$ cat config.mk
export PLATFORM = sky130hd
export DESIGN_NAME = quoted_string_unescaper
export DESIGN_NICKNAME = d
export VERILOG_FILES = /design/src/qsu_pkg.sv /design/src/quoted_string_unescaper.sv /design/src/qsu_front.sv /design/src/qsu_fifo.sv /design/src/qsu_emit.sv
export SDC_FILE = /design/constraint.sdc
export NUM_CORES = 1
export LEC_CHECK = 0
export BUFFER_PORTS_ARGS = -buffer_cell sky130_fd_sc_hd__buf_2
export CORE_ASPECT_RATIO = 0.5
export CORE_UTILIZATION = 55
export CTS_BUF_LIST = sky130_fd_sc_hd__clkbuf_4 sky130_fd_sc_hd__clkbuf_8 sky130_fd_sc_hd__clkbuf_16
export DETAILED_ROUTE_END_ITERATION = 16
export HOLD_SLACK_MARGIN = 0.03
export MAX_ROUTING_LAYER = met4
export PLACE_DENSITY = 0.82
export SYNTH_ARGS = -nofsm -noshare
export SYNTH_HDL_FRONTEND = slang
export SYNTH_SLANG_ARGS = --single-unit
export TNS_END_PERCENT = 30
$ cat constraint.sdc
create_clock -name clock -period 3.25 [get_ports clock]
set_input_delay 0.4875 -clock clock [delete_from_list [all_inputs] [get_ports clock]]
set_output_delay 0.4875 -clock clock [all_outputs]
set_load 0.02 [all_outputs]
$ cat src/qsu_pkg.sv
// ----------------------------------------------------------------------------
// qsu_pkg
// Shared types, result codes and character lookups for the quoted string
// unescaper.
// ----------------------------------------------------------------------------
package qsu_pkg;

   localparam logic [1:0] ST_BYTE   = 2'd0;
   localparam logic [1:0] ST_OK     = 2'd1;
   localparam logic [1:0] ST_BAD    = 2'd2;
   localparam logic [1:0] ST_UNTERM = 2'd3;

   localparam int QDEPTH = 4;
   localparam int QPTR_W = $clog2(QDEPTH);
   localparam int QCNT_W = $clog2(QDEPTH + 1);

   typedef struct packed {
      logic       two;
      logic [7:0] byte0;
      logic [1:0] st0;
      logic [7:0] byte1;
      logic [1:0] st1;
   } qsu_entry_type;

   // {valid, value}
   function automatic logic [4:0] hex_digit(input logic [7:0] c);
      logic [4:0] r;
      r = 5'd0;
      if (c >= 8'h30 && c <= 8'h39) begin
         r = {1'b1, c[3:0]};
      end else if ((c >= 8'h61 && c <= 8'h66) || (c >= 8'h41 && c <= 8'h46)) begin
         r = {1'b1, c[3:0] + 4'd9};
      end
      return r;
   endfunction

   // {valid, value} for the single-character escapes
   function automatic logic [8:0] simple_escape(input logic [7:0] c);
      logic [8:0] r;
      case (c)
         8'h27:   r = {1'b1, 8'h27};
         8'h22:   r = {1'b1, 8'h22};
         8'h5c:   r = {1'b1, 8'h5c};
         8'h61:   r = {1'b1, 8'h07};
         8'h62:   r = {1'b1, 8'h08};
         8'h66:   r = {1'b1, 8'h0c};
         8'h6e:   r = {1'b1, 8'h0a};
         8'h72:   r = {1'b1, 8'h0d};
         8'h74:   r = {1'b1, 8'h09};
         8'h76:   r = {1'b1, 8'h0b};
         default: r = 9'd0;
      endcase
      return r;
   endfunction

endpackage

$ cat src/quoted_string_unescaper.sv
// ----------------------------------------------------------------------------
// quoted_string_unescaper
// Streaming decoder for a quoted token with C-style backslash escapes.
// ----------------------------------------------------------------------------
// One character is taken per cycle while req_full is low. Each character
// yields zero, one or two results; the decoder writes any results as one entry
// into a four-entry queue, and the output stage hands out one result per
// cycle while rsp_pop is held, so a character that yields two results
// occupies the output for two pops. Sustained rate is one character per
// cycle, falling when paired results or a stalled consumer back the queue
// up. The first result of a character passes through a queue slot and the
// output register before it shows on the rsp_ ports, and can then be popped.
module quoted_string_unescaper
   import qsu_pkg::*;
(
   input  logic       clock,
   input  logic       reset,
   input  logic       req_push,
   output logic       req_full,
   input  logic [7:0] req_char_in,
   input  logic       req_token_end,
   output logic       rsp_empty,
   input  logic       rsp_pop,
   output logic [7:0] rsp_byte_out,
   output logic [1:0] rsp_status,
   output logic       rsp_run_last
);

   logic          accept;
   logic          ent_valid;
   qsu_entry_type ent;
   qsu_entry_type head;
   logic          head_valid;
   logic          head_take;
   logic          q_full;

   assign req_full = q_full;
   assign accept   = req_push && !q_full;

   qsu_front u_front (
      .clock     (clock),
      .reset     (reset),
      .accept    (accept),
      .char_in   (req_char_in),
      .token_end (req_token_end),
      .ent_valid (ent_valid),
      .ent       (ent)
   );

   qsu_fifo u_fifo (
      .clock     (clock),
      .reset     (reset),
      .push      (accept && ent_valid),
      .push_data (ent),
      .pop       (head_take),
      .head      (head),
      .nonempty  (head_valid),
      .full      (q_full)
   );

   qsu_emit u_emit (
      .clock        (clock),
      .reset        (reset),
      .head         (head),
      .head_valid   (head_valid),
      .head_take    (head_take),
      .rsp_pop      (rsp_pop),
      .rsp_empty    (rsp_empty),
      .rsp_byte_out (rsp_byte_out),
      .rsp_status   (rsp_status),
      .rsp_run_last (rsp_run_last)
   );

endmodule

$ cat src/qsu_front.sv
// ----------------------------------------------------------------------------
// qsu_front
// Escape decoder: tracks the token phase and turns each accepted character
// into a queue entry of zero, one or two results.
// ----------------------------------------------------------------------------
module qsu_front
   import qsu_pkg::*;
(
   input  logic          clock,
   input  logic          reset,
   input  logic          accept,
   input  logic [7:0]    char_in,
   input  logic          token_end,
   output logic          ent_valid,
   output qsu_entry_type ent
);

   localparam logic [2:0] PH_OPEN = 3'd0;
   localparam logic [2:0] PH_BODY = 3'd1;
   localparam logic [2:0] PH_ESC  = 3'd2;
   localparam logic [2:0] PH_HEX  = 3'd3;
   localparam logic [2:0] PH_OCT  = 3'd4;
   localparam logic [2:0] PH_SKIP = 3'd5;

   logic [2:0] phase_ff, phase_in;
   logic [1:0] count_ff, count_in;
   logic [8:0] accum_ff, accum_in;

   logic       is_quote;
   logic       is_oct;
   logic [4:0] hx;
   logic [8:0] sx;

   assign is_quote = (char_in == 8'h22) || (char_in == 8'h27);
   assign is_oct   = (char_in >= 8'h30) && (char_in <= 8'h37);
   assign hx       = hex_digit(char_in);
   assign sx       = simple_escape(char_in);

   always_comb begin
      phase_in  = phase_ff;
      count_in  = count_ff;
      accum_in  = accum_ff;
      ent_valid = 1'b0;
      ent       = '0;
      if (phase_ff == PH_SKIP) begin
         if (token_end) begin
            phase_in = PH_OPEN;
            count_in = 2'd0;
            accum_in = 9'd0;
         end
      end else if (phase_ff < PH_BODY || phase_ff > PH_OCT) begin
         count_in = 2'd0;
         accum_in = 9'd0;
         if (!is_quote) begin
            ent_valid = 1'b1;
            ent.st0   = ST_BAD;
            phase_in  = token_end ? PH_OPEN : PH_SKIP;
         end else if (token_end) begin
            ent_valid = 1'b1;
            ent.st0   = ST_UNTERM;
            phase_in  = PH_OPEN;
         end else begin
            phase_in = PH_BODY;
         end
      end else if (token_end) begin
         ent_valid = 1'b1;
         phase_in  = PH_OPEN;
         count_in  = 2'd0;
         accum_in  = 9'd0;
         if (!is_quote) begin
            ent.st0 = ST_UNTERM;
         end else if (phase_ff == PH_ESC || (phase_ff == PH_HEX && count_ff == 2'd0)) begin
            ent.st0 = ST_BAD;
         end else if (phase_ff == PH_HEX || phase_ff == PH_OCT) begin
            ent.two   = 1'b1;
            ent.byte0 = accum_ff[7:0];
            ent.st0   = ST_BYTE;
            ent.st1   = ST_OK;
         end else begin
            ent.st0 = ST_OK;
         end
      end else begin
         case (phase_ff)
            PH_BODY: begin
               if (char_in == 8'h5c) begin
                  phase_in = PH_ESC;
               end else begin
                  ent_valid = 1'b1;
                  ent.byte0 = char_in;
               end
            end
            PH_ESC: begin
               if (sx[8]) begin
                  ent_valid = 1'b1;
                  ent.byte0 = sx[7:0];
                  phase_in  = PH_BODY;
               end else if (char_in == 8'h78) begin
                  phase_in = PH_HEX;
                  count_in = 2'd0;
                  accum_in = 9'd0;
               end else if (is_oct) begin
                  phase_in = PH_OCT;
                  count_in = 2'd1;
                  accum_in = {6'd0, char_in[2:0]};
               end else begin
                  ent_valid = 1'b1;
                  ent.st0   = ST_BAD;
                  phase_in  = PH_SKIP;
               end
            end
            PH_HEX, PH_OCT: begin
               if (phase_ff == PH_HEX && count_ff == 2'd0) begin
                  if (!hx[4]) begin
                     ent_valid = 1'b1;
                     ent.st0   = ST_BAD;
                     phase_in  = PH_SKIP;
                  end else begin
                     accum_in = {5'd0, hx[3:0]};
                     count_in = 2'd1;
                  end
               end else if (phase_ff == PH_HEX && hx[4]) begin
                  ent_valid = 1'b1;
                  ent.byte0 = {accum_ff[3:0], hx[3:0]};
                  phase_in  = PH_BODY;
                  count_in  = 2'd0;
                  accum_in  = 9'd0;
               end else if (phase_ff == PH_OCT && is_oct) begin
                  if (count_ff == 2'd2) begin
                     ent_valid = 1'b1;
                     ent.byte0 = {accum_ff[4:0], char_in[2:0]};
                     phase_in  = PH_BODY;
                     count_in  = 2'd0;
                     accum_in  = 9'd0;
                  end else begin
                     accum_in = {accum_ff[5:0], char_in[2:0]};
                     count_in = count_ff + 2'd1;
                  end
               end else begin
                  // digit run ended by a non-digit
                  ent_valid = 1'b1;
                  ent.byte0 = accum_ff[7:0];
                  count_in  = 2'd0;
                  accum_in  = 9'd0;
                  if (char_in == 8'h5c) begin
                     phase_in = PH_ESC;
                  end else begin
                     ent.two   = 1'b1;
                     ent.byte1 = char_in;
                     ent.st1   = ST_BYTE;
                     phase_in  = PH_BODY;
                  end
               end
            end
            default: begin
               phase_in = PH_OPEN;
            end
         endcase
      end
   end

   always_ff @(posedge clock) begin
      if (reset) begin
         phase_ff <= PH_OPEN;
         count_ff <= 2'd0;
         accum_ff <= 9'd0;
      end else if (accept) begin
         phase_ff <= phase_in;
         count_ff <= count_in;
         accum_ff <= accum_in;
      end
   end

endmodule

$ cat src/qsu_fifo.sv
// ----------------------------------------------------------------------------
// qsu_fifo
// Short queue of result entries between the decoder and the output stage.
// ----------------------------------------------------------------------------
module qsu_fifo
   import qsu_pkg::*;
(
   input  logic          clock,
   input  logic          reset,
   input  logic          push,
   input  qsu_entry_type push_data,
   input  logic          pop,
   output qsu_entry_type head,
   output logic          nonempty,
   output logic          full
);

   qsu_entry_type         slot_ff [QDEPTH];
   logic [QPTR_W-1:0]     wr_ptr_ff, rd_ptr_ff;
   logic [QCNT_W-1:0]     count_ff, count_in;

   assign head     = slot_ff[rd_ptr_ff];
   assign nonempty = (count_ff != '0);
   assign full     = (count_ff == QCNT_W'(QDEPTH));

   always_comb begin
      count_in = count_ff;
      if (push && !pop) begin
         count_in = count_ff + 1'b1;
      end else if (pop && !push) begin
         count_in = count_ff - 1'b1;
      end
   end

   always_ff @(posedge clock) begin
      if (reset) begin
         wr_ptr_ff <= '0;
         rd_ptr_ff <= '0;
         count_ff  <= '0;
      end else begin
         count_ff <= count_in;
         if (push) begin
            wr_ptr_ff <= (wr_ptr_ff == QPTR_W'(QDEPTH - 1)) ? '0 : wr_ptr_ff + 1'b1;
         end
         if (pop) begin
            rd_ptr_ff <= (rd_ptr_ff == QPTR_W'(QDEPTH - 1)) ? '0 : rd_ptr_ff + 1'b1;
         end
      end
   end

   always_ff @(posedge clock) begin
      if (push) begin
         slot_ff[wr_ptr_ff] <= push_data;
      end
   end

endmodule

$ cat src/qsu_emit.sv
// ----------------------------------------------------------------------------
// qsu_emit
// Output stage: takes queue entries and presents their results one
// transaction at a time.
// ----------------------------------------------------------------------------
module qsu_emit
   import qsu_pkg::*;
(
   input  logic          clock,
   input  logic          reset,
   input  qsu_entry_type head,
   input  logic          head_valid,
   output logic          head_take,
   input  logic          rsp_pop,
   output logic          rsp_empty,
   output logic [7:0]    rsp_byte_out,
   output logic [1:0]    rsp_status,
   output logic          rsp_run_last
);

   logic          valid_ff;
   logic          second_ff;
   qsu_entry_type entry_ff;
   logic          pop_fire;
   logic          done;

   assign pop_fire  = rsp_pop && valid_ff;
   assign done      = pop_fire && (!entry_ff.two || second_ff);
   assign head_take = head_valid && (!valid_ff || done);

   assign rsp_empty    = !valid_ff;
   assign rsp_byte_out = second_ff ? entry_ff.byte1 : entry_ff.byte0;
   assign rsp_status   = second_ff ? entry_ff.st1 : entry_ff.st0;
   assign rsp_run_last = !entry_ff.two || second_ff;

   always_ff @(posedge clock) begin
      if (reset) begin
         valid_ff  <= 1'b0;
         second_ff <= 1'b0;
      end else if (head_take) begin
         valid_ff  <= 1'b1;
         second_ff <= 1'b0;
      end else if (done) begin
         valid_ff  <= 1'b0;
         second_ff <= 1'b0;
      end else if (pop_fire) begin
         second_ff <= 1'b1;
      end
   end

   always_ff @(posedge clock) begin
      if (head_take) begin
         entry_ff <= head;
      end
   end

   a_second_in_pair: assert property (@(posedge clock) disable iff (reset)
      second_ff |-> (valid_ff && entry_ff.two))
      else $error("second result shown for a single-result entry");

   a_first_then_second: assert property (@(posedge clock) disable iff (reset)
      (pop_fire && entry_ff.two && !second_ff) |=> (valid_ff && second_ff))
      else $error("second result of a pair lost");

   a_status_zero_byte: assert property (@(posedge clock) disable iff (reset)
      (valid_ff && rsp_status != ST_BYTE) |-> (rsp_byte_out == 8'd0))
      else $error("status result carries a non-zero byte");

   a_status_is_last: assert property (@(posedge clock) disable iff (reset)
      (valid_ff && rsp_status != ST_BYTE) |-> rsp_run_last)
      else $error("status result not marked last");

endmodule
Yosys cells after proc, flatten, opt, wreduce, memory -nomap -nowiden
Memories as Yosys holds them, arrays and structs flattened. A register that Yosys moved wholly into a read port is not among the register bits.
Cells that the tools add are included.
{"block": "word_totals", "elab_cells": 197, "ff_bits": 22, "memories": 1, "output_inout_bits": 13, "ram_bits": 84, "inputBits": 13}
{"memory": "u_fifo.slot_ff", "depth": 4, "width": 21, "read_ports": 1, "rd_clocked_by_memory_dff": 1, "wr": 1, "line_no": "qsu_fifo.sv:18", "source": "qsu_entry_type slot_ff [QDEPTH];"}
{"block": "classes", "add_sub_neg": 6, "n_eq_ne": 27, "reduce_logical": 35, "mux": 111, "n_lt_le_gt_ge": 9}
{"cell": "8-bit two-way mux", "count": 19}
{"cell": "9-bit case mux with 10 select lines", "count": 1}
{"cell": "8-bit by 7-bit equality test with 1-bit output (second input constant)", "count": 9}
{"cell": "10-bit two-way mux", "count": 6}
{"cell": "2-bit two-way mux", "count": 29}
{"cell": "3-bit two-way mux", "count": 16}
{"cell": "9-bit two-way mux", "count": 5}
{"cell": "1-bit two-way mux", "count": 25}
{"cell": "8-bit case mux with 3 select lines", "count": 1}
{"cell": "21-bit two-way mux", "count": 1}
{"cell": "8-bit by 6-bit equality test with 1-bit output (second input constant)", "count": 2}
{"cell": "8-bit by 7-bit >= comparator with 1-bit output (second input constant)", "count": 2}
{"cell": "8-bit by 6-bit <= comparator with 1-bit output (second input constant)", "count": 2}
{"cell": "8-bit by 7-bit <= comparator with 1-bit output (second input constant)", "count": 2}
{"cell": "8-bit case mux with 2 select lines", "count": 1}
{"cell": "1-bit logical AND", "count": 14}
{"cell": "11-bit two-way mux", "count": 1}
{"cell": "5-bit two-way mux", "count": 2}
{"cell": "5-bit by 3-bit inequality test with 1-bit output (second input constant)", "count": 2}
{"cell": "3-bit equality test (second input constant)", "count": 3}
{"cell": "3-bit case mux with 3 select lines", "count": 1}
{"cell": "8-bit by 6-bit >= comparator with 1-bit output (second input constant)", "count": 1}
{"cell": "2-bit case mux with 2 select lines", "count": 2}
{"cell": "1-bit logical OR", "count": 7}
{"cell": "other kinds (24)", "count": 34}

Depth between registers and ports, before layout
Gate-level depths: netlist of the first run.
{"block": "depth", "ltp_word": 17, "depth_mapped": 13}

By module
From an unflattened synthesis of the first run, not the netlist that was laid out.
{"block": "hier_totals", "cells_unflattened": 481, "hier_area_um2": 6388.6}
{"mod": "qsu_fifo", "cells_each": 153, "n_inst": 1, "seq_area_each_um2": 2702.6, "area_per_inst_um2": 3473.3}
{"mod": "qsu_front", "cells_each": 283, "n_inst": 1, "seq_area_each_um2": 260.2, "area_per_inst_um2": 2003.2}
{"mod": "qsu_emit", "cells_each": 43, "n_inst": 1, "seq_area_each_um2": 670.6, "area_per_inst_um2": 897.1}
{"mod": "quoted_string_unescaper", "cells_each": 2, "n_inst": 1, "seq_area_each_um2": 0.0, "area_per_inst_um2": 15.0}

Least setup slack after synthesis of the first run
Ideal clock, no wire load.
{"block": "synth_timing", "path_kind": "reg2reg", "startpoint": "register u_emit.second_ff", "endpoint": "register u_fifo.count_ff[2]", "path_slack_ps": 204, "path_stages_with_launch": 12, "path_buffers": 0, "setup_ps": 71, "t_arrival_ps": 2976, "required_time_ps": 3179, "cell_sequence": "dfxtp_1 -> inv_1 -> nand2_1 -> nand2_1 -> a21oi_1 -> inv_1 -> ha_1 -> inv_1 -> fa_1 -> xor2_1 -> or3_1 -> a21oi_1"}
{"block": "synth_via", "elab_chain_len": 7}
{"element": "start, declared", "line_no": "qsu_emit.sv:22", "source": "logic second_ff;"}
{"element": "start signal, assigned", "line_no": "qsu_emit.sv:39", "source": "second_ff <= 1'b0;"}
{"element": "start signal, assigned", "line_no": "qsu_emit.sv:42", "source": "second_ff <= 1'b0;"}
{"element": "start signal, assigned", "line_no": "qsu_emit.sv:45", "source": "second_ff <= 1'b0;"}
{"element": "1-bit logical OR (*)"}
{"element": "via rsp_run_last", "line_no": "quoted_string_unescaper.sv:26", "source": "output logic rsp_run_last"}
{"element": "1-bit logical AND (*)", "line_no": "qsu_emit.sv:28", "source": "assign done = pop_fire && (!entry_ff.two || second_ff);"}
{"element": "1-bit logical OR (*)", "line_no": "qsu_emit.sv:29", "source": "assign head_take = head_valid && (!valid_ff || done);"}
{"element": "1-bit logical AND (*)", "line_no": "qsu_emit.sv:29"}
{"element": "via head_take", "line_no": "quoted_string_unescaper.sv:34", "source": "logic head_take;"}
{"element": "1-bit logical NOT", "line_no": "qsu_fifo.sv:28", "source": "if (push && !pop) begin"}
{"element": "1-bit logical AND", "line_no": "qsu_fifo.sv:28"}
{"element": "3-bit two-way mux or 2-bit nonzero test (tied branches)"}
{"element": "end signal, assigned", "line_no": "qsu_fifo.sv:41", "source": "count_ff <= count_in;"}
{"element": "end, declared", "line_no": "qsu_fifo.sv:20", "source": "logic [QCNT_W-1:0] count_ff, count_in;"}
Mark *: on every way through the listed nets, which the timed path passes. The rest lies on a longest branch.
A chain may end at the register's enable or synchronous reset.

Worst setup path in the final report of the first run
{"block": "layout_timing", "startpoint": "register u_front.phase_ff[0]", "endpoint": "register u_fifo.count_ff[2]"}
{"block": "layout_via", "elab_chain_len": 13}
{"element": "start, declared", "line_no": "qsu_front.sv:25", "source": "logic [2:0] phase_ff, phase_in;"}
{"element": "start signal, assigned", "line_no": "qsu_front.sv:167", "source": "phase_ff <= phase_in;"}
{"element": "3-bit equality test", "line_no": "qsu_front.sv:83, qsu_front.sv:127"}
{"element": "1-bit logical AND", "line_no": "qsu_front.sv:127", "source": "end else if (phase_ff == PH_OCT && is_oct) begin"}
{"element": "1-bit two-way mux", "line_no": "qsu_front.sv:127"}
{"element": "1-bit two-way mux", "line_no": "qsu_front.sv:121", "source": "end else if (phase_ff == PH_HEX && hx[4]) begin"}
{"element": "1-bit two-way mux", "line_no": "qsu_front.sv:112", "source": "if (phase_ff == PH_HEX && count_ff == 2'd0) begin"}
{"element": "1-bit case mux with 3 select lines", "line_no": "qsu_front.sv:83", "source": "case (phase_ff)"}
{"element": "1-bit two-way mux", "line_no": "qsu_front.sv:65", "source": "end else if (token_end) begin"}
{"element": "1-bit two-way mux", "line_no": "qsu_front.sv:51", "source": "end else if (phase_ff < PH_BODY || phase_ff > PH_OCT) begin"}
{"element": "1-bit two-way mux (*)", "line_no": "qsu_front.sv:45", "source": "if (phase_ff == PH_SKIP) begin"}
{"element": "1-bit logical AND (*)", "line_no": "quoted_string_unescaper.sv:53", "source": ".push (accept && ent_valid),"}
{"element": "via u_fifo.push", "line_no": "qsu_fifo.sv:10", "source": "input logic push,"}
{"element": "1-bit logical NOT", "line_no": "qsu_fifo.sv:30", "source": "end else if (pop && !push) begin"}
{"element": "1-bit logical AND", "line_no": "qsu_fifo.sv:30"}
{"element": "2-bit nonzero test (no line)"}
Marked as above.

==> run summary, run 1 <==
- async set-reset flop share out of synthesis: 0%
- clock slew at reported path FFs: 0.06 ns
- timing-limited maximum frequency: 343 MHz
- most instantiated flip-flop cell in the synthesis netlist: sky130_fd_sc_hd__edfxtp_1
- total non-filler cell area in the finished layout: 0.00709 mm2
- FF+latch count, synth: 122
- post-route ant nets: 0
- portion of synthesized cell area occupied by the leading cell type: 49.5%
- number of buffers added for setup after CTS: 0
- combinational group share of total power: 24.4%
- htree depth: 4
- arrival time of data at the critical path endpoint: 3.26 ns
- met2 usage: 44.5%
- number of cells produced by synthesis: 492
- startpoint-to-endpoint class of the critical path: register to register
- unrepaired setup endpoints after global routing: no
- Setup violations, final: 0
- switching share of power: 30.2%
- M1 GR Usage: 41.5%
- overall fraction of global-route tracks in use: 29.9%
- final-report max-slew violation count: 0
- # port buffers: 25
- Max Fanout on Critical Path: 16
- Routed WL: 15,400 um
- post-route setup slack: 0.331 ns
- final weighted congestion in routability-driven placement: 0.969
- via count: 4,540
- standard-cell rows: 26
- vias per cell: 6.52
- number of antenna repair diodes: 0
- internal power contribution: 3.71 mW
- count of cells resized by post-cts repair: 0
- Bufs on Longest Clock Path: 2
- library cell with the largest summed area after synthesis: sky130_fd_sc_hd__edfxtp_1
- reported leakage power: 2.57 nW
- via count of the first global-routing pass: 4,330
- top-level I/O count: 26
- standard cell core area: 0.0105 mm2
- Clock Latency Late Sink: 0.41 ns
- number of violations of the max-capacitance limit: 0
- data required time at the worst endpoint: 3.59 ns
- type of element launching the critical path: register
- total of hold buffers inserted after clock tree synthesis: 0
- number of CTS-inserted buffers: 17
- CTS tree: done
- clock share of power: 33.5%
- Total Nets Final: 568
- wire length of the first global-routing pass: 24,100 um
- accumulated negative setup slack: 0 ns
- result of the run: finished, final reports clean
- worst slew pin tran: 1.04 ns
- Seq/Total Area, Yosys: 56.8%
- final core utilization: 67.6%
- Placement Cell Area: 0.00653 mm2
- YS warnings: 0
- maximum number of pins on one net before global-route repair: 26
- largest vdd supply drop: 0.000385 V
- detailed-router iteration count before antenna repair: 5
- number of different library cells in the post-synthesis netlist: 64
- die height: 76.3 um
- most heavily used metal layer in global routing: met2
- net switching power: 1.60 mW
- Final HPWL DP: 10000 um
- effective utilization at floorplan: 57.9%
- crit path capture type: register
- Die Area: 0.0115 mm2
- drt initial violations: 528
- CTS sink count: 122
- number of enable-type register cells in the synthesized netlist: 100
- worst-case headroom to the max-slew limit: 30.3%
- time the worst path needs with I/O delays and setup: 2.92 ns
- mean instance size in the synthesized netlist: 12.3 um2
- share of total power in sequential cells: 42.2%
- worst slack, placed: -0.00264 ns
- ranking of synthesized cells by area: sky130_fd_sc_hd__edfxtp_1, sky130_fd_sc_hd__mux4_2, sky130_fd_sc_hd__dfxtp_1
- final setup skew: 0.00997 ns
- grt met3 use: 5.75%
- Routed wire per std cell: 22.2 um
- ratio of cells with drive above 1 in the final layout: 23.0%
- Area Growth Syn to Fin: 16.8%
- total power divided by cell area: 749 mW/mm2
- total congestion overflow after global routing: 0
- horizontal extent of the die: 151 um
- final routed DRC violation total: 0
- crit share post-route: 89.8%
- initial antenna violation count: 0
- root buffer cell: sky130_fd_sc_hd__clkbuf_16
- nets in the synthesized netlist: 517
- final hold violation count: 0
- worst hold path type: input pin to register
- area of the mapped netlist: 0.00607 mm2
## state kept, by name, indices dropped and copies added (netlist names)
| name | count |
|---|---|
| u_front.accum_ff | 8 |
| u_fifo.wr_ptr_ff | 2 |
| u_front.phase_ff | 3 |
| u_front.count_ff | 2 |
| u_emit.valid_ff | 1 |
| u_fifo.rd_ptr_ff | 2 |
| u_fifo.count_ff | 3 |
| u_emit.second_ff | 1 |
| u_fifo.slot_ff | 80 |
| u_emit.entry_ff | 20 |
## logic make-up after synthesis
kind of cell,Yosys count,share of synthesized area [%]
fa+ha+maj,12,2.60
compound gates,97,11.4
mux,38,10.6
flops,122,56.8
simple gates,178,15.2
xor+xnor,5,0.722
buf+inv,40,2.64
## routing by layer
| metal | share of wire, % | vias up |
|---|---|---|
| li1 | - | 2004 |
| met1 | 43 | 2212 |
| met2 | 47 | 289 |
| met3 | 8.3 | 35 |
| met4 | 2.0 | 0 |
| met5 | 0 | - |
## layout by cell type (no fill, tap or decap), types with 3 or more instances in the layout
master and n:
sky130_fd_sc_hd__nor4_1 4, sky130_fd_sc_hd__inv_6 4, sky130_fd_sc_hd__and3_1 13, sky130_fd_sc_hd__mux2i_1 8
sky130_fd_sc_hd__buf_4 34, sky130_fd_sc_hd__a221o_1 3, sky130_fd_sc_hd__a31oi_1 5, sky130_fd_sc_hd__a21o_1 4
sky130_fd_sc_hd__mux2_2 10, sky130_fd_sc_hd__nor2b_1 4, sky130_fd_sc_hd__buf_2 25, sky130_fd_sc_hd__or4_1 3
sky130_fd_sc_hd__nand3_1 27, sky130_fd_sc_hd__o31ai_1 4, sky130_fd_sc_hd__clkinvlp_4 3, sky130_fd_sc_hd__inv_1 12
sky130_fd_sc_hd__o21ai_0 22, sky130_fd_sc_hd__nor3_1 9, sky130_fd_sc_hd__nand3b_1 3, sky130_fd_sc_hd__a211o_1 3
sky130_fd_sc_hd__or3_1 3, sky130_fd_sc_hd__xor2_1 3, sky130_fd_sc_hd__clkbuf_16 17, sky130_fd_sc_hd__nand2b_1 12
sky130_fd_sc_hd__ha_1 11, sky130_fd_sc_hd__dfxtp_1 22, sky130_fd_sc_hd__a21oi_1 19, sky130_fd_sc_hd__mux4_2 20
sky130_fd_sc_hd__o32ai_1 3, sky130_fd_sc_hd__a221oi_1 3, sky130_fd_sc_hd__nor2_1 34, sky130_fd_sc_hd__o211ai_1 8
sky130_fd_sc_hd__edfxtp_1 100, sky130_fd_sc_hd__nand2_1 39, sky130_fd_sc_hd__and2_1 8, sky130_fd_sc_hd__nor3b_1 6
sky130_fd_sc_hd__o21bai_1 3
## worst paths after layout
path                            start            endpoint  slack (ns)  cells after the start
hold / removal                rsp_pop     u_emit.valid_ff        0.51                      4
setup / recovery  u_front.phase_ff[0]  u_fifo.count_ff[2]        0.33                     12
setup reg to reg  u_front.phase_ff[0]  u_fifo.count_ff[2]        0.33                     12
hold reg to reg    u_fifo.count_ff[2]  u_fifo.count_ff[2]        0.53                      2
## synth_stat cells, types with 9 or more instances
cell type / n
sky130_fd_sc_hd__and3_1: 13
sky130_fd_sc_hd__nor3_1: 9
sky130_fd_sc_hd__nand2b_1: 12
sky130_fd_sc_hd__ha_1: 11
sky130_fd_sc_hd__nand3_1: 27
sky130_fd_sc_hd__clkbuf_1: 22
sky130_fd_sc_hd__dfxtp_1: 22
sky130_fd_sc_hd__o21ai_0: 22
sky130_fd_sc_hd__nor2_1: 34
sky130_fd_sc_hd__mux4_2: 20
sky130_fd_sc_hd__nand2_1: 39
sky130_fd_sc_hd__mux2_2: 10
sky130_fd_sc_hd__edfxtp_1: 100
sky130_fd_sc_hd__inv_1: 12
sky130_fd_sc_hd__a21oi_1: 20
## worst max-delay path: stages (launching register included)
cell	delay, ns
sky130_fd_sc_hd__dfxtp_1	0.45
sky130_fd_sc_hd__nor3b_1	0.47
sky130_fd_sc_hd__o31ai_1	0.16
sky130_fd_sc_hd__nand2_1	0.15
sky130_fd_sc_hd__a21boi_0	0.10
sky130_fd_sc_hd__buf_4	0.16
sky130_fd_sc_hd__nor2_1	0.10
sky130_fd_sc_hd__ha_1	0.18
sky130_fd_sc_hd__inv_1	0.06
sky130_fd_sc_hd__fa_1	0.38
sky130_fd_sc_hd__xor2_1	0.18
sky130_fd_sc_hd__or3_1	0.31
sky130_fd_sc_hd__a21oi_1	0.14
## metrics by stage
step / power, mW / hold WS (ns) / std cells
finish: 5.31 / 0.507 / 696
global route: 5.53 / 0.533 / 696
CTS: 5.33 / 0.492 / 696
detailed placement: 3.54 / 0.514 / 664
global placement: 3.47 / 0.468 / 664
floorplan: 3.11 / 0.450 / 492
## power groups by stage
stage               logic (mW)  registers (mW)  clock network (mW)
global placement          1.23            2.24                   0
floorplan                0.955            2.15                   0
CTS                       1.30            2.24                1.79
finish                    1.29            2.24                1.78
detailed placement        1.27            2.26                   0
global route              1.40            2.27                1.85
## cell type report
class	instances	area [um2]
multi-input combinational	330	2470
clock inverter	14	123
inverter	12	45.0
tap	140	175
clock buffer	18	433
fill	720	3390
sequential	122	3440
timing repair buffer	60	400
No activity file was read; power rests on OpenSTA's default activity.
==> run 2: changes to the inputs <==
ABC_AREA = 1   (was unset)
==> run 2 against run 1 <==
Die area unchanged. Hold slack got worse by 0.16 ns. Register-to-register slack improved by 0.28 ns. Highest routed layer unchanged. Routed wire length decreased by 0.80%. Largest cell class unchanged. Critical endpoint is now u_fifo.count_ff[1]. Fmax increased by 11%. Setup slack improved by 0.28 ns. Largest power group unchanged. Critical path type unchanged. Total power increased by 11%. First-iteration DRC count increased by 9.8%. Global-route usage decreased by 0.45 points. Clock power increased by 16%. Synthesized cell count increased by 32%. Combinational power increased by 20%.
==> run summary, run 2 <==
- mean instance size in the synthesized netlist: 9.35 um2
- CTS tree: done
- effective utilization at floorplan: 57.9%
- worst-case headroom to the max-slew limit: 22.8%
- final core utilization: 66.8%
- overall power consumption: 5.87 mW
- Worst R2R Start: u_front.phase_ff[0]
- worst slack, placed: 0.270 ns
- number of different library cells in the post-synthesis netlist: 38
- ranking of synthesized cells by area: sky130_fd_sc_hd__edfxtp_1, sky130_fd_sc_hd__nand2_1, sky130_fd_sc_hd__dfxtp_1
- Total Nets Final: 708
- wire length of the first global-routing pass: 24,300 um
- portion of synthesized cell area occupied by the leading cell type: 49.5%
- htree depth: 4
- YS warnings: 0
- vias per cell: 5.85
- number of antenna repair diodes: 0
- Max Fanout on Critical Path: 14
- ratio of cells with drive above 1 in the final layout: 15.7%
- startpoint-to-endpoint class of the critical path: register to register
- Routed wire per std cell: 18.3 um
- horizontal extent of the die: 151 um
- top-level I/O count: 26
- end point of the worst hold path: u_emit.second_ff
- final weighted congestion in routability-driven placement: 0.964
- detailed-router iteration count before antenna repair: 6
- accumulated negative setup slack: 0 ns
- clock slew at reported path FFs: 0.06 ns
- filler cell count: 752
- Setup violations, final: 0
- Clock Latency Late Sink: 0.41 ns
- FF+latch count, synth: 122
- number of cells on the worst reg-to-reg path: 14
- capture point of the worst reg-to-reg path: u_fifo.count_ff[1]
- library cell with the largest summed area after synthesis: sky130_fd_sc_hd__edfxtp_1
- maximum number of pins on one net before global-route repair: 44
- via count: 4,894
- post-route setup slack: 0.611 ns
- Bufs on Longest Clock Path: 2
- commonest non-fill, non-tap cell in the layout: sky130_fd_sc_hd__nand2_1
- final setup skew: 0.0141 ns
- crit path capture type: register
- count of cells resized by post-cts repair: 0
- Die Area: 0.0115 mm2
- cell with the most instances after synthesis: sky130_fd_sc_hd__nand2_1
- total of hold buffers inserted after clock tree synthesis: 0
- overall fraction of global-route tracks in use: 29.4%
- unrepaired setup endpoints after global routing: no
- number of buffers added for setup after CTS: 0
- most instantiated flip-flop cell in the synthesis netlist: sky130_fd_sc_hd__edfxtp_1
- post-route ant nets: 0
- Area Growth Syn to Fin: 15.3%
- Final HPWL DP: 9800 um
- arrival time of data at the critical path endpoint: 2.93 ns
- timing-limited maximum frequency: 379 MHz
- number of CTS-inserted buffers: 17
- setup slack of the worst register-to-register path: 0.61 ns
- nets in the synthesized netlist: 674
- final routed DRC violation total: 0
- top library cells by usage in the layout, fill and taps aside: sky130_fd_sc_hd__nand2_1, sky130_fd_sc_hd__edfxtp_1, sky130_fd_sc_hd__nor2_1, sky130_fd_sc_hd__o21ai_0, sky130_fd_sc_hd__nand3_1
- worst hold path type: input pin to register
- leading registers by flop count: u_fifo.slot_ff: 80 flops, u_emit.entry_ff: 20 flops, u_front.accum_ff: 8 flops
- start point of the worst min-delay path: rsp_pop
- largest register by flop count: u_fifo.slot_ff
- result of the run: finished, final reports clean
- standard cell core area: 0.0105 mm2
- type of element launching the critical path: register
- area of the mapped netlist: 0.00607 mm2
- number of cells produced by synthesis: 649
- via count of the first global-routing pass: 4,738
- async set-reset flop share out of synthesis: 0%
- reported leakage power: 2.73 nW
- final hold violation count: 0
- final-report max-slew violation count: 0
- Seq/Total Area, Yosys: 56.8%
- worst hold path stage count: 3
- data required time at the worst endpoint: 3.54 ns
- CTS sink count: 122
- standard-cell rows: 26
- number of enable-type register cells in the synthesized netlist: 100
- drt initial violations: 580
- number of violations of the max-capacitance limit: 0
- die height: 76.3 um
- worst slew pin tran: 1.16 ns
- total power divided by cell area: 839 mW/mm2
- most frequent cells after synthesis: sky130_fd_sc_hd__nand2_1, sky130_fd_sc_hd__edfxtp_1, sky130_fd_sc_hd__nor2_1, sky130_fd_sc_hd__o21ai_0, sky130_fd_sc_hd__nand3_1
- crit share post-route: 81.2%
- Routed WL: 15,300 um
- initial antenna violation count: 0
- root buffer cell: sky130_fd_sc_hd__clkbuf_16
- # port buffers: 25
- max FFs per register: 80
- total congestion overflow after global routing: 0
- largest vdd supply drop: 0.000430 V
- time the worst path needs with I/O delays and setup: 2.64 ns
run 2: changes by cell type in the layout (fill, tap and decap cells not counted), sizes merged, moves of 13 or more:
cell / before / now
o21ai: 23 / 63
nor2: 35 / 91
buf: 60 / 36
nand2: 39 / 144
and3: 13 / 0
inv: 16 / 61
nand3: 27 / 57
mux4: 20 / 0
o22ai: 0 / 21
run 2: area by class of cell:
type / count / area, um2 / share of cell area (%)
clock buffer: 20 / 448 / 6.40
clock inverter: 12 / 198 / 2.83
inverter: 65 / 253 / 3.61
multi-input combinational: 441 / 2270 / 32.5
sequential: 122 / 3440 / 49.2
tap: 140 / 175 / 2.50
timing repair buffer: 36 / 208 / 2.97
run 2: where the power goes:
group          internal (mW)  switching, mW  leakage [nW]
logic                  0.444           1.11          1.36
clock network           1.38          0.689         0.316
registers               2.12          0.120          1.06
total                   3.95           1.92          2.73
run 2: stage by stage:
step / instances / cell area (um2) / hold WS [ns]
2_1_floorplan: 649 / 6070 / 0.458
3_5_place_dp: 804 / 6350 / 0.495
3_3_place_gp: 804 / 6350 / 0.485
4_1_cts: 836 / 7000 / 0.337
5_1_grt: 836 / 7000 / 0.382
6_report: 836 / 7000 / 0.345
run 2: worst max-delay path by stage:
stage / cells past startpoint / slack, ns / startpoint / endpoint
final: 14 / 0.61 / u_front.phase_ff[0] / u_fifo.count_ff[1]
after detailed placement: 20 / 0.27 / req_char_in[0] / u_fifo.count_ff[2]
after CTS: 14 / 0.62 / u_front.phase_ff[0] / u_fifo.count_ff[1]
after global routing: 14 / 0.40 / u_front.phase_ff[0] / u_fifo.count_ff[1]
after global placement: 20 / 0.39 / req_char_in[0] / u_fifo.count_ff[2]
after floorplan: 11 / 0.55 / req_char_in[0] / u_fifo.slot_ff[0][0]
run 2: worst max-delay path, cell delays in order, from the launching register on:
cell and delay [ns]:
sky130_fd_sc_hd__dfxtp_1 0.47, sky130_fd_sc_hd__nand3_4 0.16, sky130_fd_sc_hd__nand2_2 0.18, sky130_fd_sc_hd__inv_4 0.08
sky130_fd_sc_hd__nand3_4 0.13, sky130_fd_sc_hd__inv_4 0.07, sky130_fd_sc_hd__nor2_8 0.21, sky130_fd_sc_hd__nand4_4 0.15
sky130_fd_sc_hd__nand2_4 0.11, sky130_fd_sc_hd__inv_2 0.05, sky130_fd_sc_hd__ha_1 0.17, sky130_fd_sc_hd__inv_1 0.10
sky130_fd_sc_hd__fa_1 0.42, sky130_fd_sc_hd__o21ai_0 0.16, sky130_fd_sc_hd__a21oi_1 0.07
run 2: cells by family (layout without fill, tap and decap cells):
family                     count (synthesis)  after routing  synth area share [%]
adders and majority gates                 12             12                  2.60
AOI/OAI and AO/OA                        116            116                  10.6
and+or+nand+nor                          312            312                  24.1
DFF                                      122            122                  56.8
xor gates and xnor gates                   1              1                 0.144
buffers and inverters                     86            133                  5.78
run 2: routing by layer:
layer | GRT usage (%) | share of wire, %
met1 | 38.9 | 43
met2 | 44.9 | 45
met3 | 5.93 | 9.2
met4 | 11.3 | 2.4
met5 | - | 0
==> run 3: changes to the inputs <==
clock period = 2.55 ns   (was 3.25 ns; I/O delays follow)
==> run 3 against run 2 <==
Total power is 31% higher. Largest cell class unchanged. Global-route usage up 1.7 points. Die area unchanged. Register-to-register slack got worse by 0.40 ns.
==> run summary, run 3 (synthesis gave the netlist of run 2 again) <==
- horizontal extent of the die: 151 um
- # port buffers: 25
- via count: 5,154
- htree depth: 4
- total congestion overflow after global routing: 0
- crit path capture type: register
- startpoint-to-endpoint class of the critical path: register to register
- top-level I/O count: 26
- worst hold path type: input pin to register
- Area Growth Syn to Fin: 21.4%
- top library cells by usage in the layout, fill and taps aside: sky130_fd_sc_hd__nand2_1, sky130_fd_sc_hd__edfxtp_1, sky130_fd_sc_hd__nor2_1, sky130_fd_sc_hd__o21ai_0, sky130_fd_sc_hd__nand3_1
- CTS tree: done
- final-report max-slew violation count: 0
- number of violations of the max-capacitance limit: 0
- timing-limited maximum frequency: 427 MHz
- final core utilization: 70.3%
- number of antenna repair diodes: 0
- commonest non-fill, non-tap cell in the layout: sky130_fd_sc_hd__nand2_1
- placed cell count: 842
- largest register by flop count: u_fifo.slot_ff
- final routed DRC violation total: 0
- crit share post-route: 91.8%
- drt initial violations: 731
- maximum number of pins on one net before global-route repair: 43
- largest stage delay on the critical path: 0.41 ns
- die height: 76.3 um
- Die Area: 0.0115 mm2
- Routed WL: 16,100 um
- Final HPWL DP: 10,500 um
- final setup skew: 0.00785 ns
- standard-cell rows: 26
- total of hold buffers inserted after clock tree synthesis: 0
- category of cells accounting for the largest share of critical-path delay: simple AND/OR/NAND/NOR gates
- ratio of cells with drive above 1 in the final layout: 20.8%
- final hold violation count: 0
- type of element launching the critical path: register
- list of cells traversed by the critical path: nor2_2 -> nand2_1 -> nand2_2 -> inv_4 -> nand3_4 -> nor2_4 -> nand2_2 -> nand2_2 -> nor2_4 -> nand2_4 -> inv_2 -> ha_1 -> inv_1 -> fa_1 -> o21ai_0 -> a21oi_1
- result of the run: finished, final reports clean
- clock slew at reported path FFs: 0.06 ns
- number of CTS-inserted buffers: 17
- reported leakage power: 2.93 nW
- overall fraction of global-route tracks in use: 31.1%
- sequential cell area: 0.00345 mm2
- wire length of the first global-routing pass: 25,700 um
- root buffer cell: sky130_fd_sc_hd__clkbuf_16
- data required time at the worst endpoint: 2.84 ns
- combined buffer and inverter count along the critical path: 3
- Total Nets Final: 747
- Layout Cells excl Fill: 875
- filler cell count: 739
- detailed-router iteration count before antenna repair: 5
- standard cell core area: 0.0105 mm2
- worst slew pin tran: 0.881 ns
- Routed wire per std cell: 18.4 um
- Clock Latency Late Sink: 0.41 ns
- worst-case headroom to the max-slew limit: 40.7%
- effective utilization at floorplan: 57.9%
- Bufs on Longest Clock Path: 2
- max FFs per register: 80
- Max Fanout on Critical Path: 6
- final weighted congestion in routability-driven placement: 0.972
- unrepaired setup endpoints after global routing: no
- time the worst path needs with I/O delays and setup: 2.34 ns
- CTS sink count: 122
- initial antenna violation count: 0
- leading registers by flop count: u_fifo.slot_ff: 80 flops, u_emit.entry_ff: 20 flops, u_front.accum_ff: 8 flops
- vias per cell: 5.89
- arrival time of data at the critical path endpoint: 2.63 ns
- post-route ant nets: 0
- Setup violations, final: 0
- largest vdd supply drop: 0.000521 V
- total power divided by cell area: 1040 mW/mm2
- cell repeated most along the worst path: sky130_fd_sc_hd__nand2_2
- area of the multi-input gates: 0.00227 mm2
- slowest cell on the critical path: sky130_fd_sc_hd__fa_1
- via count of the first global-routing pass: 4,952
==> run 3: changes by cell type in the layout (fill, tap and decap cells not counted), moves of 3 or more <==
cell,before,now
sky130_fd_sc_hd__buf_4,11,45
sky130_fd_sc_hd__dfxtp_1,22,19
sky130_fd_sc_hd__buf_12,0,5
sky130_fd_sc_hd__inv_6,0,3
sky130_fd_sc_hd__dfxtp_2,0,3
==> run 3: through the flow <==
stage | setup TNS (ns) | instance area [um2] | hold slack [ns] | power [mW] | worst slack, ns
2_1_floorplan | -3.90 | 6070 | 0.452 | 4.20 | -0.0488
3_3_place_gp | 0 | 6700 | 0.485 | 4.88 | 0.0200
3_5_place_dp | -0.136 | 6700 | 0.496 | 4.99 | -0.0914
4_1_cts | 0 | 7350 | 0.242 | 7.66 | 0.0810
5_1_grt | 0 | 7360 | 0.273 | 8.03 | 0.000723
6_report | 0 | 7360 | 0.250 | 7.69 | 0.208
==> run 3: layout make-up <==
class,count,area share (%)
clock buffer,18,5.88
multi-input combinational,441,30.9
tap,140,2.38
clock inverter,14,2.96
timing repair buffer,75,7.65
inverter,65,3.43
sequential,122,46.8
==> run 3: routing by layer <==
metal / part of all wire, % / routed length, um / vias to the layer above / GRT usage [%]
li1: - / - / 2387 / -
met3: 10 / 1670 / 52 / 8.50
met1: 41 / 6650 / 2369 / 39.6
met2: 46 / 7330 / 346 / 47.7
met5: 0 / 0 / - / -
met4: 2.8 / 459 / 0 / 11.3
==> run 3: what timing repair did <==
item / 4_1_cts / 5_1_grt
gates resized for setup: 0 / 4
setup buffers: 0 / 1
setup endpoints to repair: 0 / 2
==> run 3: worst reg2reg max path, stage by stage (launching register included) <==
cell	delay, ns
sky130_fd_sc_hd__dfxtp_2	0.40
sky130_fd_sc_hd__nor2_2	0.06
sky130_fd_sc_hd__nand2_1	0.10
sky130_fd_sc_hd__nand2_2	0.08
sky130_fd_sc_hd__inv_4	0.11
sky130_fd_sc_hd__nand3_4	0.13
sky130_fd_sc_hd__nor2_4	0.13
sky130_fd_sc_hd__nand2_2	0.07
sky130_fd_sc_hd__nand2_2	0.08
sky130_fd_sc_hd__nor2_4	0.05
sky130_fd_sc_hd__nand2_4	0.08
sky130_fd_sc_hd__inv_2	0.03
sky130_fd_sc_hd__ha_1	0.17
sky130_fd_sc_hd__inv_1	0.08
sky130_fd_sc_hd__fa_1	0.41
sky130_fd_sc_hd__o21ai_0	0.18
sky130_fd_sc_hd__a21oi_1	0.06
==> run 3: where the power goes <==
| group | switching [mW] | leakage (nW) | internal (mW) |
|---|---|---|---|
| Sequential | 0.154 | 1.06 | 2.70 |
| Combinational | 1.50 | 1.56 | 0.692 |
| Clock | 0.885 | 0.311 | 1.75 |
==> run 3: worst paths after layout <==
| path | start | endpoint | slack (ns) | depth (start not counted) |
|---|---|---|---|---|
| worst max-delay path | u_front.phase_ff[0] | u_fifo.count_ff[1] | 0.21 | 16 |
| worst min-delay path | rsp_pop | u_emit.second_ff | 0.25 | 3 |
| worst max register to register | u_front.phase_ff[0] | u_fifo.count_ff[1] | 0.21 | 16 |
| worst min register to register | u_front.count_ff[0] | u_front.count_ff[0] | 0.51 | 2 |
